--- src/rtl/hkrv_pkg.sv ---
`timescale 1ns / 1ps
// ----------------------------------------------------------------------------
// Hybrid key record validator: shared package
// Record layout offsets, error codes, register indexes and common types.
// ----------------------------------------------------------------------------
package hkrv_pkg;

    // Record layout
    localparam int CLASSIC_KEY_BYTES = 32;
    localparam int ROOT_PQ_BYTES     = 1952;
    localparam int DEVICE_PQ_BYTES   = 1312;

    localparam int OFF_ROOT_CL   = 2;
    localparam int OFF_ROOT_PQ   = OFF_ROOT_CL + CLASSIC_KEY_BYTES;
    localparam int OFF_DEV_SUITE = OFF_ROOT_PQ + ROOT_PQ_BYTES;
    localparam int OFF_DEV_CL    = OFF_DEV_SUITE + 1;
    localparam int OFF_DEV_PQ    = OFF_DEV_CL + CLASSIC_KEY_BYTES;
    localparam int RECORD_LEN    = OFF_DEV_PQ + DEVICE_PQ_BYTES;

    // Position counter holds 0 .. RECORD_LEN + 1 (saturated two past the last byte)
    localparam int POS_W     = $clog2(RECORD_LEN + 2);
    localparam int KEY_IDX_W = (CLASSIC_KEY_BYTES > 1) ? $clog2(CLASSIC_KEY_BYTES) : 1;

    localparam logic [POS_W-1:0] POS_VERSION   = POS_W'(0);
    localparam logic [POS_W-1:0] POS_ROOT_ALG  = POS_W'(1);
    localparam logic [POS_W-1:0] POS_ROOT_CL   = POS_W'(OFF_ROOT_CL);
    localparam logic [POS_W-1:0] POS_ROOT_PQ   = POS_W'(OFF_ROOT_PQ);
    localparam logic [POS_W-1:0] POS_DEV_SUITE = POS_W'(OFF_DEV_SUITE);
    localparam logic [POS_W-1:0] POS_DEV_CL    = POS_W'(OFF_DEV_CL);
    localparam logic [POS_W-1:0] POS_DEV_PQ    = POS_W'(OFF_DEV_PQ);
    localparam logic [POS_W-1:0] POS_END       = POS_W'(RECORD_LEN);
    localparam logic [POS_W-1:0] POS_LAST      = POS_W'(RECORD_LEN - 1);

    // Configuration register indexes
    localparam int CFG_IDX_W = 2;
    typedef enum logic [CFG_IDX_W-1:0] {
        REG_VERSION     = 2'd0,
        REG_ROOT_ALG    = 2'd1,
        REG_DEV_SUITE   = 2'd2
    } cfg_idx_t;

    // Reset values of the configuration registers
    localparam logic [7:0] RST_VERSION    = 8'd2;
    localparam logic [7:0] RST_ROOT_ALG   = 8'd1;
    localparam logic [7:0] RST_DEV_SUITE  = 8'd1;

    // Verdict codes, lowest applicable one wins
    typedef enum logic [3:0] {
        ERR_NONE         = 4'd0,
        ERR_LENGTH       = 4'd1,
        ERR_VERSION      = 4'd2,
        ERR_ROOT_ALG     = 4'd3,
        ERR_DEV_SUITE    = 4'd4,
        ERR_ROOT_CL_ZERO = 4'd5,
        ERR_ROOT_PQ_ZERO = 4'd6,
        ERR_DEV_CL_ZERO  = 4'd7,
        ERR_DEV_PQ_ZERO  = 4'd8,
        ERR_KEYS_EQUAL   = 4'd9
    } err_code_t;

    // Expected header values
    typedef struct packed {
        logic [7:0] version;
        logic [7:0] root_alg;
        logic [7:0] dev_suite;
    } hkrv_cfg_t;

endpackage

--- src/rtl/hybrid_key_record_validator_unit.sv ---
`timescale 1ns / 1ps
// ----------------------------------------------------------------------------
// Hybrid key record validator
// Checks a byte-serial key-authorization record and gives one verdict per
// record on its last byte.
//
//   Channel  Direction  Handshake            Payload
//   input    in         in_valid / in_stall  data_byte, end_of_record
//   output   out        out_valid / out_stall record_ok, error_code
//   config   in         cfg_write            cfg_index, cfg_data
//
// One byte is taken every cycle while in_stall is low. A byte is registered
// when accepted and checked from the input register; the verdict of a last
// byte is loaded into the result register once that register has room, and
// is held there on the output. Reset clears the position, the flags and both
// pipeline valids and loads the default header values. A stalled verdict only
// holds back a following last byte; other bytes keep flowing behind it.
// ----------------------------------------------------------------------------
module hybrid_key_record_validator_unit
    import hkrv_pkg::*;
(
    input  logic                 clk,
    input  logic                 rst_n,
    input  logic                 in_valid,
    output logic                 in_stall,
    input  logic [7:0]           data_byte,
    input  logic                 end_of_record,
    output logic                 out_valid,
    input  logic                 out_stall,
    output logic                 record_ok,
    output logic [3:0]           error_code,
    input  logic                 cfg_write,
    input  logic [CFG_IDX_W-1:0] cfg_index,
    input  logic [7:0]           cfg_data
);

    hkrv_cfg_t  cfg_reg;
    logic       s1_valid_reg;
    logic [7:0] s1_byte_reg;
    logic       s1_last_reg;
    logic       out_valid_reg;
    logic       out_ok_reg;
    err_code_t  out_code_reg;
    logic       out_free;
    logic       s1_go;
    err_code_t  verdict;

    // Configuration writes
    always_ff @(posedge clk or negedge rst_n)
    begin
        if (!rst_n)
        begin
            cfg_reg.version   <= RST_VERSION;
            cfg_reg.root_alg  <= RST_ROOT_ALG;
            cfg_reg.dev_suite <= RST_DEV_SUITE;
        end
        else if (cfg_write)
        begin
            unique case (cfg_index)
                REG_VERSION:   cfg_reg.version   <= cfg_data;
                REG_ROOT_ALG:  cfg_reg.root_alg  <= cfg_data;
                REG_DEV_SUITE: cfg_reg.dev_suite <= cfg_data;
                default:       ;
            endcase
        end
    end

    // Handshake: a last byte waits only for room in the result register
    assign out_free = !out_valid_reg || !out_stall;
    assign s1_go    = s1_valid_reg && (!s1_last_reg || out_free);
    assign in_stall = s1_valid_reg && !s1_go;

    // Input register
    always_ff @(posedge clk or negedge rst_n)
    begin
        if (!rst_n)
            s1_valid_reg <= 1'b0;
        else if (!in_stall)
            s1_valid_reg <= in_valid;
    end

    always_ff @(posedge clk)
    begin
        if (in_valid && !in_stall)
        begin
            s1_byte_reg <= data_byte;
            s1_last_reg <= end_of_record;
        end
    end

    hkrv_core u_core
    (
        .clk           (clk),
        .rst_n         (rst_n),
        .cfg           (cfg_reg),
        .step          (s1_go),
        .data_byte     (s1_byte_reg),
        .end_of_record (s1_last_reg),
        .verdict       (verdict)
    );

    // Result register
    always_ff @(posedge clk or negedge rst_n)
    begin
        if (!rst_n)
            out_valid_reg <= 1'b0;
        else if (s1_go && s1_last_reg)
            out_valid_reg <= 1'b1;
        else if (!out_stall)
            out_valid_reg <= 1'b0;
    end

    always_ff @(posedge clk)
    begin
        if (s1_go && s1_last_reg)
        begin
            out_ok_reg   <= (verdict == ERR_NONE);
            out_code_reg <= verdict;
        end
    end

    assign out_valid  = out_valid_reg;
    assign record_ok  = out_ok_reg;
    assign error_code = out_code_reg;

endmodule

--- src/rtl/hkrv_core.sv ---
`timescale 1ns / 1ps
// ----------------------------------------------------------------------------
// Hybrid key record validator: record checker
// Tracks the byte position, header errors, nonzero region flags and the
// classical key comparison, and forms the verdict on the last byte.
// ----------------------------------------------------------------------------
module hkrv_core
    import hkrv_pkg::*;
(
    input  logic       clk,
    input  logic       rst_n,
    input  hkrv_cfg_t  cfg,
    input  logic       step,
    input  logic [7:0] data_byte,
    input  logic       end_of_record,
    output err_code_t  verdict
);

    logic [POS_W-1:0]     pos_reg;
    logic [POS_W-1:0]     pos_next;
    logic [3:0]           flags_reg;
    logic [3:0]           flags_next;
    logic                 differ_reg;
    logic                 differ_next;
    err_code_t            hdr_err_reg;
    err_code_t            hdr_err_next;
    logic [7:0]           root_key_mem [CLASSIC_KEY_BYTES];

    logic                 is_version;
    logic                 is_root_alg;
    logic                 in_root_cl;
    logic                 in_root_pq;
    logic                 is_dev_suite;
    logic                 in_dev_cl;
    logic                 in_dev_pq;
    logic                 byte_nonzero;
    logic [POS_W-1:0]     root_off;
    logic [POS_W-1:0]     dev_off;
    logic [KEY_IDX_W-1:0] root_idx;
    logic [KEY_IDX_W-1:0] dev_idx;
    logic [7:0]           stored_byte;

    // Decode the region of the current position
    always_comb
    begin
        is_version    = (pos_reg == POS_VERSION);
        is_root_alg   = (pos_reg == POS_ROOT_ALG);
        in_root_cl    = (pos_reg >= POS_ROOT_CL) && (pos_reg < POS_ROOT_PQ);
        in_root_pq    = (pos_reg >= POS_ROOT_PQ) && (pos_reg < POS_DEV_SUITE);
        is_dev_suite  = (pos_reg == POS_DEV_SUITE);
        in_dev_cl     = (pos_reg >= POS_DEV_CL) && (pos_reg < POS_DEV_PQ);
        in_dev_pq     = (pos_reg >= POS_DEV_PQ) && (pos_reg < POS_END);
        byte_nonzero  = (data_byte != 8'd0);
        root_off      = pos_reg - POS_ROOT_CL;
        dev_off       = pos_reg - POS_DEV_CL;
        root_idx      = root_off[KEY_IDX_W-1:0];
        dev_idx       = dev_off[KEY_IDX_W-1:0];
        stored_byte   = root_key_mem[dev_idx];
    end

    // Update flags with the current byte
    always_comb
    begin
        hdr_err_next = hdr_err_reg;
        if (hdr_err_reg == ERR_NONE)
        begin
            if (is_version && (data_byte != cfg.version))
                hdr_err_next = ERR_VERSION;
            else if (is_root_alg && (data_byte != cfg.root_alg))
                hdr_err_next = ERR_ROOT_ALG;
            else if (is_dev_suite && (data_byte != cfg.dev_suite))
                hdr_err_next = ERR_DEV_SUITE;
        end

        flags_next    = flags_reg;
        flags_next[0] = flags_reg[0] | (in_root_cl & byte_nonzero);
        flags_next[1] = flags_reg[1] | (in_root_pq & byte_nonzero);
        flags_next[2] = flags_reg[2] | (in_dev_cl & byte_nonzero);
        flags_next[3] = flags_reg[3] | (in_dev_pq & byte_nonzero);

        differ_next = differ_reg | (in_dev_cl & (data_byte != stored_byte));
    end

    // Form the verdict from the updated state
    always_comb
    begin
        priority if (pos_reg != POS_LAST)
            verdict = ERR_LENGTH;
        else if (hdr_err_next != ERR_NONE)
            verdict = hdr_err_next;
        else if (!flags_next[0])
            verdict = ERR_ROOT_CL_ZERO;
        else if (!flags_next[1])
            verdict = ERR_ROOT_PQ_ZERO;
        else if (!flags_next[2])
            verdict = ERR_DEV_CL_ZERO;
        else if (!flags_next[3])
            verdict = ERR_DEV_PQ_ZERO;
        else if (!differ_next)
            verdict = ERR_KEYS_EQUAL;
        else
            verdict = ERR_NONE;
    end

    // Advance the position, saturating two past the last byte of the record
    always_comb
    begin
        if (pos_reg <= POS_END)
            pos_next = pos_reg + POS_W'(1);
        else
            pos_next = pos_reg;
    end

    // Hold record state; re-arm after the last byte
    always_ff @(posedge clk or negedge rst_n)
    begin
        if (!rst_n)
        begin
            pos_reg     <= '0;
            flags_reg   <= '0;
            differ_reg  <= 1'b0;
            hdr_err_reg <= ERR_NONE;
        end
        else if (step)
        begin
            if (end_of_record)
            begin
                pos_reg     <= '0;
                flags_reg   <= '0;
                differ_reg  <= 1'b0;
                hdr_err_reg <= ERR_NONE;
            end
            else
            begin
                pos_reg     <= pos_next;
                flags_reg   <= flags_next;
                differ_reg  <= differ_next;
                hdr_err_reg <= hdr_err_next;
            end
        end
    end

    // Store the root classical key for the later comparison
    always_ff @(posedge clk)
    begin
        if (step && in_root_cl)
            root_key_mem[root_idx] <= data_byte;
    end

endmodule

--- config.mk ---
export PLATFORM = sky130hd
export DESIGN_NAME = hybrid_key_record_validator_unit
export DESIGN_NICKNAME = d
export VERILOG_FILES = /design/src/rtl/hkrv_pkg.sv /design/src/rtl/hybrid_key_record_validator_unit.sv /design/src/rtl/hkrv_core.sv
export SDC_FILE = /design/constraint.sdc
export NUM_CORES = 1
export LEC_CHECK = 0
export BUFFER_PORTS_ARGS = -buffer_cell sky130_fd_sc_hd__clkbuf_2
export CORE_MARGIN = 5
export CORE_UTILIZATION = 55
export DETAILED_ROUTE_END_ITERATION = 6
export PLACE_DENSITY = 0.71
export SETUP_SLACK_MARGIN = 0.05
export SLEW_MARGIN = 20
export SYNTH_ARGS = -nofsm -noshare
export SYNTH_HDL_FRONTEND = slang
export SYNTH_SLANG_ARGS = --single-unit
--- constraint.sdc ---
create_clock -name clk -period 7.8 [get_ports clk]
set_input_delay 0.78 -clock clk [delete_from_list [all_inputs] [get_ports clk]]
set_output_delay 0.78 -clock clk [all_outputs]
set_load 0.03 [all_outputs]
After elaboration in Yosys (flattened, before gate mapping)

Memory sizes are Yosys's and may differ from the RTL's.
Index checks and enable logic that the tools add are counted.
W data, S select, Z words.

Bits in writable memories: 256
Output and inout port bits: 7
Input bits: 24
Memories: 1
Word-level logic and storage cells: 96
Register bits: 61

Memories:

| memory              | words | bits a word | read ports | clocked after Yosys merged registers in | write ports | line            | source |
|---|---|---|---|---|---|---|---|
| u_core.root_key_mem | 32    | 8           | 1          | 0                                       | 1           | hkrv_core.sv:27 | `logic [7:0] root_key_mem [CLASSIC_KEY_BYTES];` |

Add/subtract/negate cells: 3
Eq/ne operators: 10
Order comparisons: 9
Multiplexer cells: 20
Reduce and logical (&&, ||, !) cells: 30
Bitwise logic cells: 10

Operators with widths:

| kind                    | number |
|---|---|
| $mux W4                 | 13 |
| $ne A8 B8 Y1            | 4 |
| $ge A12 B11 Y1 const B  | 2 |
| $lt A12 B11 Y1 const B  | 2 |
| $mux W12                | 2 |
| $add A12 B1 Y12 const B | 1 |
| $eq A12 B1 Y1 const B   | 1 |
| $eq A12 B11 Y1 const B  | 1 |
| $ge A12 B2 Y1 const B   | 1 |
| $ge A12 B6 Y1 const B   | 1 |
| $le A12 B12 Y1 const B  | 1 |
| $logic_and A1 B1 Y1     | 12 |
| $logic_not A12 Y1       | 1 |
| $lt A12 B12 Y1 const B  | 1 |
| $lt A12 B6 Y1 const B   | 1 |
| $ne A12 B12 Y1 const B  | 1 |
| $sub A5 B2 Y5 const B   | 2 |
| $logic_not A4 Y1        | 2 |
| $reduce_and A2 Y1       | 4 |
| $reduce_bool A8 Y1      | 1 |
| $and A1 B1 Y1           | 5 |
| $logic_not A1 Y1        | 5 |
| $mux W1                 | 5 |
| $or A1 B1 Y1            | 5 |
| 7 further kinds         | 8 |

Longest topological paths before layout

An unclocked memory read counts as a cell.

Depth after elaboration: 13
Gate-level depth with buffers: 15
Depth with buffers taken out: 11

Hierarchy

Synthesis repeated with hierarchy kept, for this count alone.

Cells, all modules: 775
Area, all modules: 13331.5 um2

By module, submodules not included:

| module                           | sequential area each (um2) | times used | cells an instance | area an instance (um2) |
|---|---|---|---|---|
| hkrv_core                        | 8212.9                     | 1          | 697               | 11890.2 |
| hybrid_key_record_validator_unit | 1074.8                     | 1          | 78                | 1441.4 |

Worst setup path before layout

Ideal clock, no wire load.

Kind: register to register
Start point: reg u_core.pos_reg[0]
End point: reg out_ok_reg (netlist: record_ok), data pin
Clock period less this slack: 3329 ps
Stages on the path, launching flop included: 16
Required time: 7535 ps
Buffers on the path: 4
Setup slack: 4471 ps
Arrival time: 3064 ps
Setup time: 265 ps
Cell sequence: dfrtp_1 buf_2 buf_2 inv_1 ha_1 buf_2 clkbuf_1 mux4_2 mux2i_1 o21ai_0 o2111ai_1 xor2_1 nand4_1 o2111ai_1 o211ai_1 nor4b_4

Longest elaborated chain between the ends: 13
Elaborated cells between the ends (all ways): 45
Those cells by class: 1 x add/sub; 8 x order compare; 4 x eq/ne; 11 x mux; 10 x bitwise; 10 x reduce/logical; 1 x memory

Ends and longest elaborated chain:

| element                | line                                    | source |
|---|---|---|
| from (decl)            | hkrv_core.sv:19                         | `logic [POS_W-1:0] pos_reg;` |
| from (signal assigned) | hkrv_core.sv:135                        | `pos_reg <= pos_next;` |
| $sub A5 B2 Y5          | hkrv_core.sv:55                         | `dev_off = pos_reg - POS_DEV_CL;` |
| $mem_v2 Z32 W8         | n/a                                     |  |
| $ne A8 B8 Y1           | hkrv_core.sv:81                         | `differ_next = differ_reg \| (in_dev_cl & (data_byte != stored_byte));` |
| $and A1 B1 Y1          | hkrv_core.sv:81                         |  |
| $or A1 B1 Y1           | hkrv_core.sv:81                         |  |
| $mux W4                | hkrv_core.sv:99                         | `else if (!differ_next)` |
| $mux W4                | hkrv_core.sv:97                         | `else if (!flags_next[3])` |
| $mux W4                | hkrv_core.sv:95                         | `else if (!flags_next[2])` |
| $mux W4                | hkrv_core.sv:93                         | `else if (!flags_next[1])` |
| $mux W4                | hkrv_core.sv:91                         | `else if (!flags_next[0])` |
| $mux W4                | hkrv_core.sv:89                         | `else if (hdr_err_next != ERR_NONE)` |
| $mux W4 (*)            | hkrv_core.sv:87                         | `priority if (pos_reg != POS_LAST)` |
| $logic_not A4 Y1 (*)   | hybrid_key_record_validator_unit.sv:117 | `out_ok_reg <= (verdict == ERR_NONE);` |
| to (signal assigned)   | hybrid_key_record_validator_unit.sv:117 |  |
| to (decl)              | hybrid_key_record_validator_unit.sv:42  | `logic out_ok_reg;` |

Every way passes the cells marked *; elsewhere a longest branch is shown, timed or not.
A chain may end at the register's enable or synchronous reset.

Worst setup path after layout

Ends and elaborated chain as after synthesis.

==> metrics.yaml <==
status: "finished, final reports clean"
max_freq_mhz: 230
numCtsBuffers: 35
cts.repair.resized: 0
cp_max_fo: 51
grt_pass1_wl_um: 44500
seq_area_mm2: 0.00929
muxShareOfSynthArea_pct: 15.5
powerDensity_mw_per_mm2: 281
synth_top_family_by_area: "multiplexers"
cp.required_ns: 8.05
cts_setup_buffers: 0
netlist_area_mm2: 0.0133
dieArea_mm2: 0.0275
arrival_ns: 4.59
setup_tns_ns: 0
antenna_cells: 0
hold_ws_ns: 0.378
fp.dieH_um: 166
via_per_inst: 6.16
postRouteAntennaNets: 0
clkLatencyLatePin_ns: 0.51
core_mm2: 0.0241
drt_pass1_iterations: 6
routed_wl_um: 28700
fillCellCount: 1719
cts_max_path_buffers: 3
yosys.area.top_type: "edfxtp_1"
critPathKind: "reg2reg"
clockRootBuffer: "clkbuf_16"
worstSetupStartpointType: "flop"
r2r_start: "u_core.pos_reg[0]"
synth_area_leaders: "edfxtp_1 61%, mux4_2 11%, dfrtp_1 8.3%"
period_share_pct: 55.8
dp.final_hpwl_um: 17700
cts_tree: "built"
numClockSinks: 317
fin_skew_ns: 0.0139
antenna_found_initial: 0
cts_max_level: 2
relSlewSlack_pct: 24.0
synth_fa_ha_area_share_pct: 0.750
grt_max_degree: 54
cp_common_cell: "o2111ai_1"
regToRegSetupSlack_ns: 3.45
start_util_pct: 55.4
yosys_register_bits: 317
die_w_um: 166
drive_gt1_share_pct: 24.5
gr-usage-met2_pct: 33.5
wl_per_cell_um: 24.5
crit_slowest_cell: "dfrtp_4"
fin_nets: 853
grt_remaining_overflow: 0
synth_cell_types: 58
gr-usage-met3_pct: 4.12
avgSynthCellArea_um2: 17.2
synth_top_area_share_pct: 60.8
gp_congestion: 0.911
synth-simple-area-share_pct: 5.93
first_global_vias: 7409
yosysSeqAreaShare_pct: 69.6
slew_viol_final: 0
synthCells: 777
multi_input_area_mm2: 0.00388
synthToLayoutAreaGrowth_pct: 12.5
setup_viol: 0
num_rows: 57
grt_use_total_pct: 21.0
tightest_slew_ns: 1.13
finalCriticalPeriod_ns: 4.35
r2r_cells: 12
ys.flop_type: "edfxtp_1"
io_pins: 31
ys_warn_count: 0
portBuffers: 30
ys_async_sr_fraction_pct: 14.8
total_power_w: 0.00423
drtIter0Drc: 773
synth_xor_area_share_pct: 2.95
rr_endpoint: "record_ok"
p_leak_nw: 5.02
vdd_drop_max_uv: 173
crit_path_max_incr_delay_ns: 0.67
synth_compound_area_share_pct: 3.81
cp-end-kind: "flop"
post-route-drc-count: 0
via_count: 7204
clk_pin_slew_ns: 0.06
rsz0062_at_grt: "no"
largest_register_ffs: 256
path_cells: "inv_1, ha_2, buf_4, mux4_2, mux2i_1, o21ai_0, o2111ai_1, xor2_1, nand4_1, o2111ai_1, o211ai_1, nor4b_4"
hold_violations: 0
cap_violations: 0
busiest_layer: "met2"
holdBufCountCts: 0
synthesis.nets: 809
hold_class: "in2async"
use_met1_pct: 29.1
synth_edf_count: 270
## cell usage after synthesis (8+ instances only)
cell       number
edfxtp_1      270
nand3_1        11
inv_1          13
buf_2          11
clkbuf_1       20
xor2_1         30
mux2i_1        26
nor4_1          8
xnor2_1        15
ha_1            8
mux2_2         32
nor2_1         66
nand2_1        28
mux4_2         64
o21ai_0        33
o2111ai_1       9
dfrtp_1        44
a21oi_1         9
## worst max path at each step
stage,startpoint,to
after CTS,u_core.pos_reg[0],record_ok
final,u_core.pos_reg[0],record_ok
after global placement,u_core.pos_reg[0],record_ok
after detailed placement,u_core.pos_reg[0],record_ok
after global routing,u_core.pos_reg[0],record_ok
after floorplan,u_core.pos_reg[0],record_ok
## per-stage QoR
stage               setup slack [ns]  cells  area [µm²]  util [%]
floorplan                       4.47    777       13300         -
global placement                3.55   1108       13900      57.5
detailed placement              3.49   1108       13900      57.5
CTS                             3.47   1169       15000      62.3
global route                    3.17   1169       15000      62.3
finish                          3.45   1169       15000      62.3
## critical path, delay by kind of cell (launching register included)
family          cells  cell delay, ns
xor+xnor            1            0.16
simple gates        2            0.36
mux                 2            0.68
buf+inv             2            0.79
compound gates      4            0.74
fa+ha+maj           1            0.60
flops               1            0.67
## cells in the final DEF, fill, tap and decap left out, types with 3 or more instances in the layout
cell and instances:
edfxtp_1 270, nor2_1 66, mux4_2 64, dfrtp_1 43, clkbuf_16 37, o21ai_0 33, mux2_2 32, clkbuf_2 30
xor2_1 29, nand2_1 28, mux2i_1 26, xnor2_1 15, inv_1 13, nand3_1 11, buf_4 11, a21oi_1 9
o2111ai_1 9, nor4_1 8, clkbuf_1 8, nor3_1 7, nand4_1 7, ha_1 7, and2_1 6, clkinv_1 5
or3_1 4, nand2b_1 4, clkinv_2 4, bufinv_16 4, a31oi_1 3, o21a_1 3, nor3_2 3, dfstp_2 3
## cell type report
| cell class | count | area share, % |
|---|---|---|
| multi-input cells | 411 | 25.8 |
| flip-flops and latches | 317 | 61.9 |
| clock inverters | 15 | 1.16 |
| repair buffers | 42 | 1.62 |
| well taps | 324 | 2.70 |
| clock buffers | 46 | 6.46 |
| inverters | 14 | 0.350 |
## logic make-up after synthesis
kind of cell               after synthesis
buffers and inverters                   49
and+or+nand+nor                        159
adders and majority gates                8
muxes                                  122
AOI/OAI and AO/OA                       77
xor gates and xnor gates                45
DFF                                    317
## power by group
| part | switching, W | internal [W] |
|---|---|---|
| Sequential | 0.0000397 | 0.00190 |
| Combinational | 0.000367 | 0.000283 |
| Clock | 0.000631 | 0.00101 |
| Total | 0.00104 | 0.00319 |
## metal layers
layer,part of all wire [%],wire length [µm]
met5,0,0
met3,7.0,2020
met1,41,11700
met2,49,13900
met4,3.7,1060
Note: power is estimated with default switching activity, not from simulation.
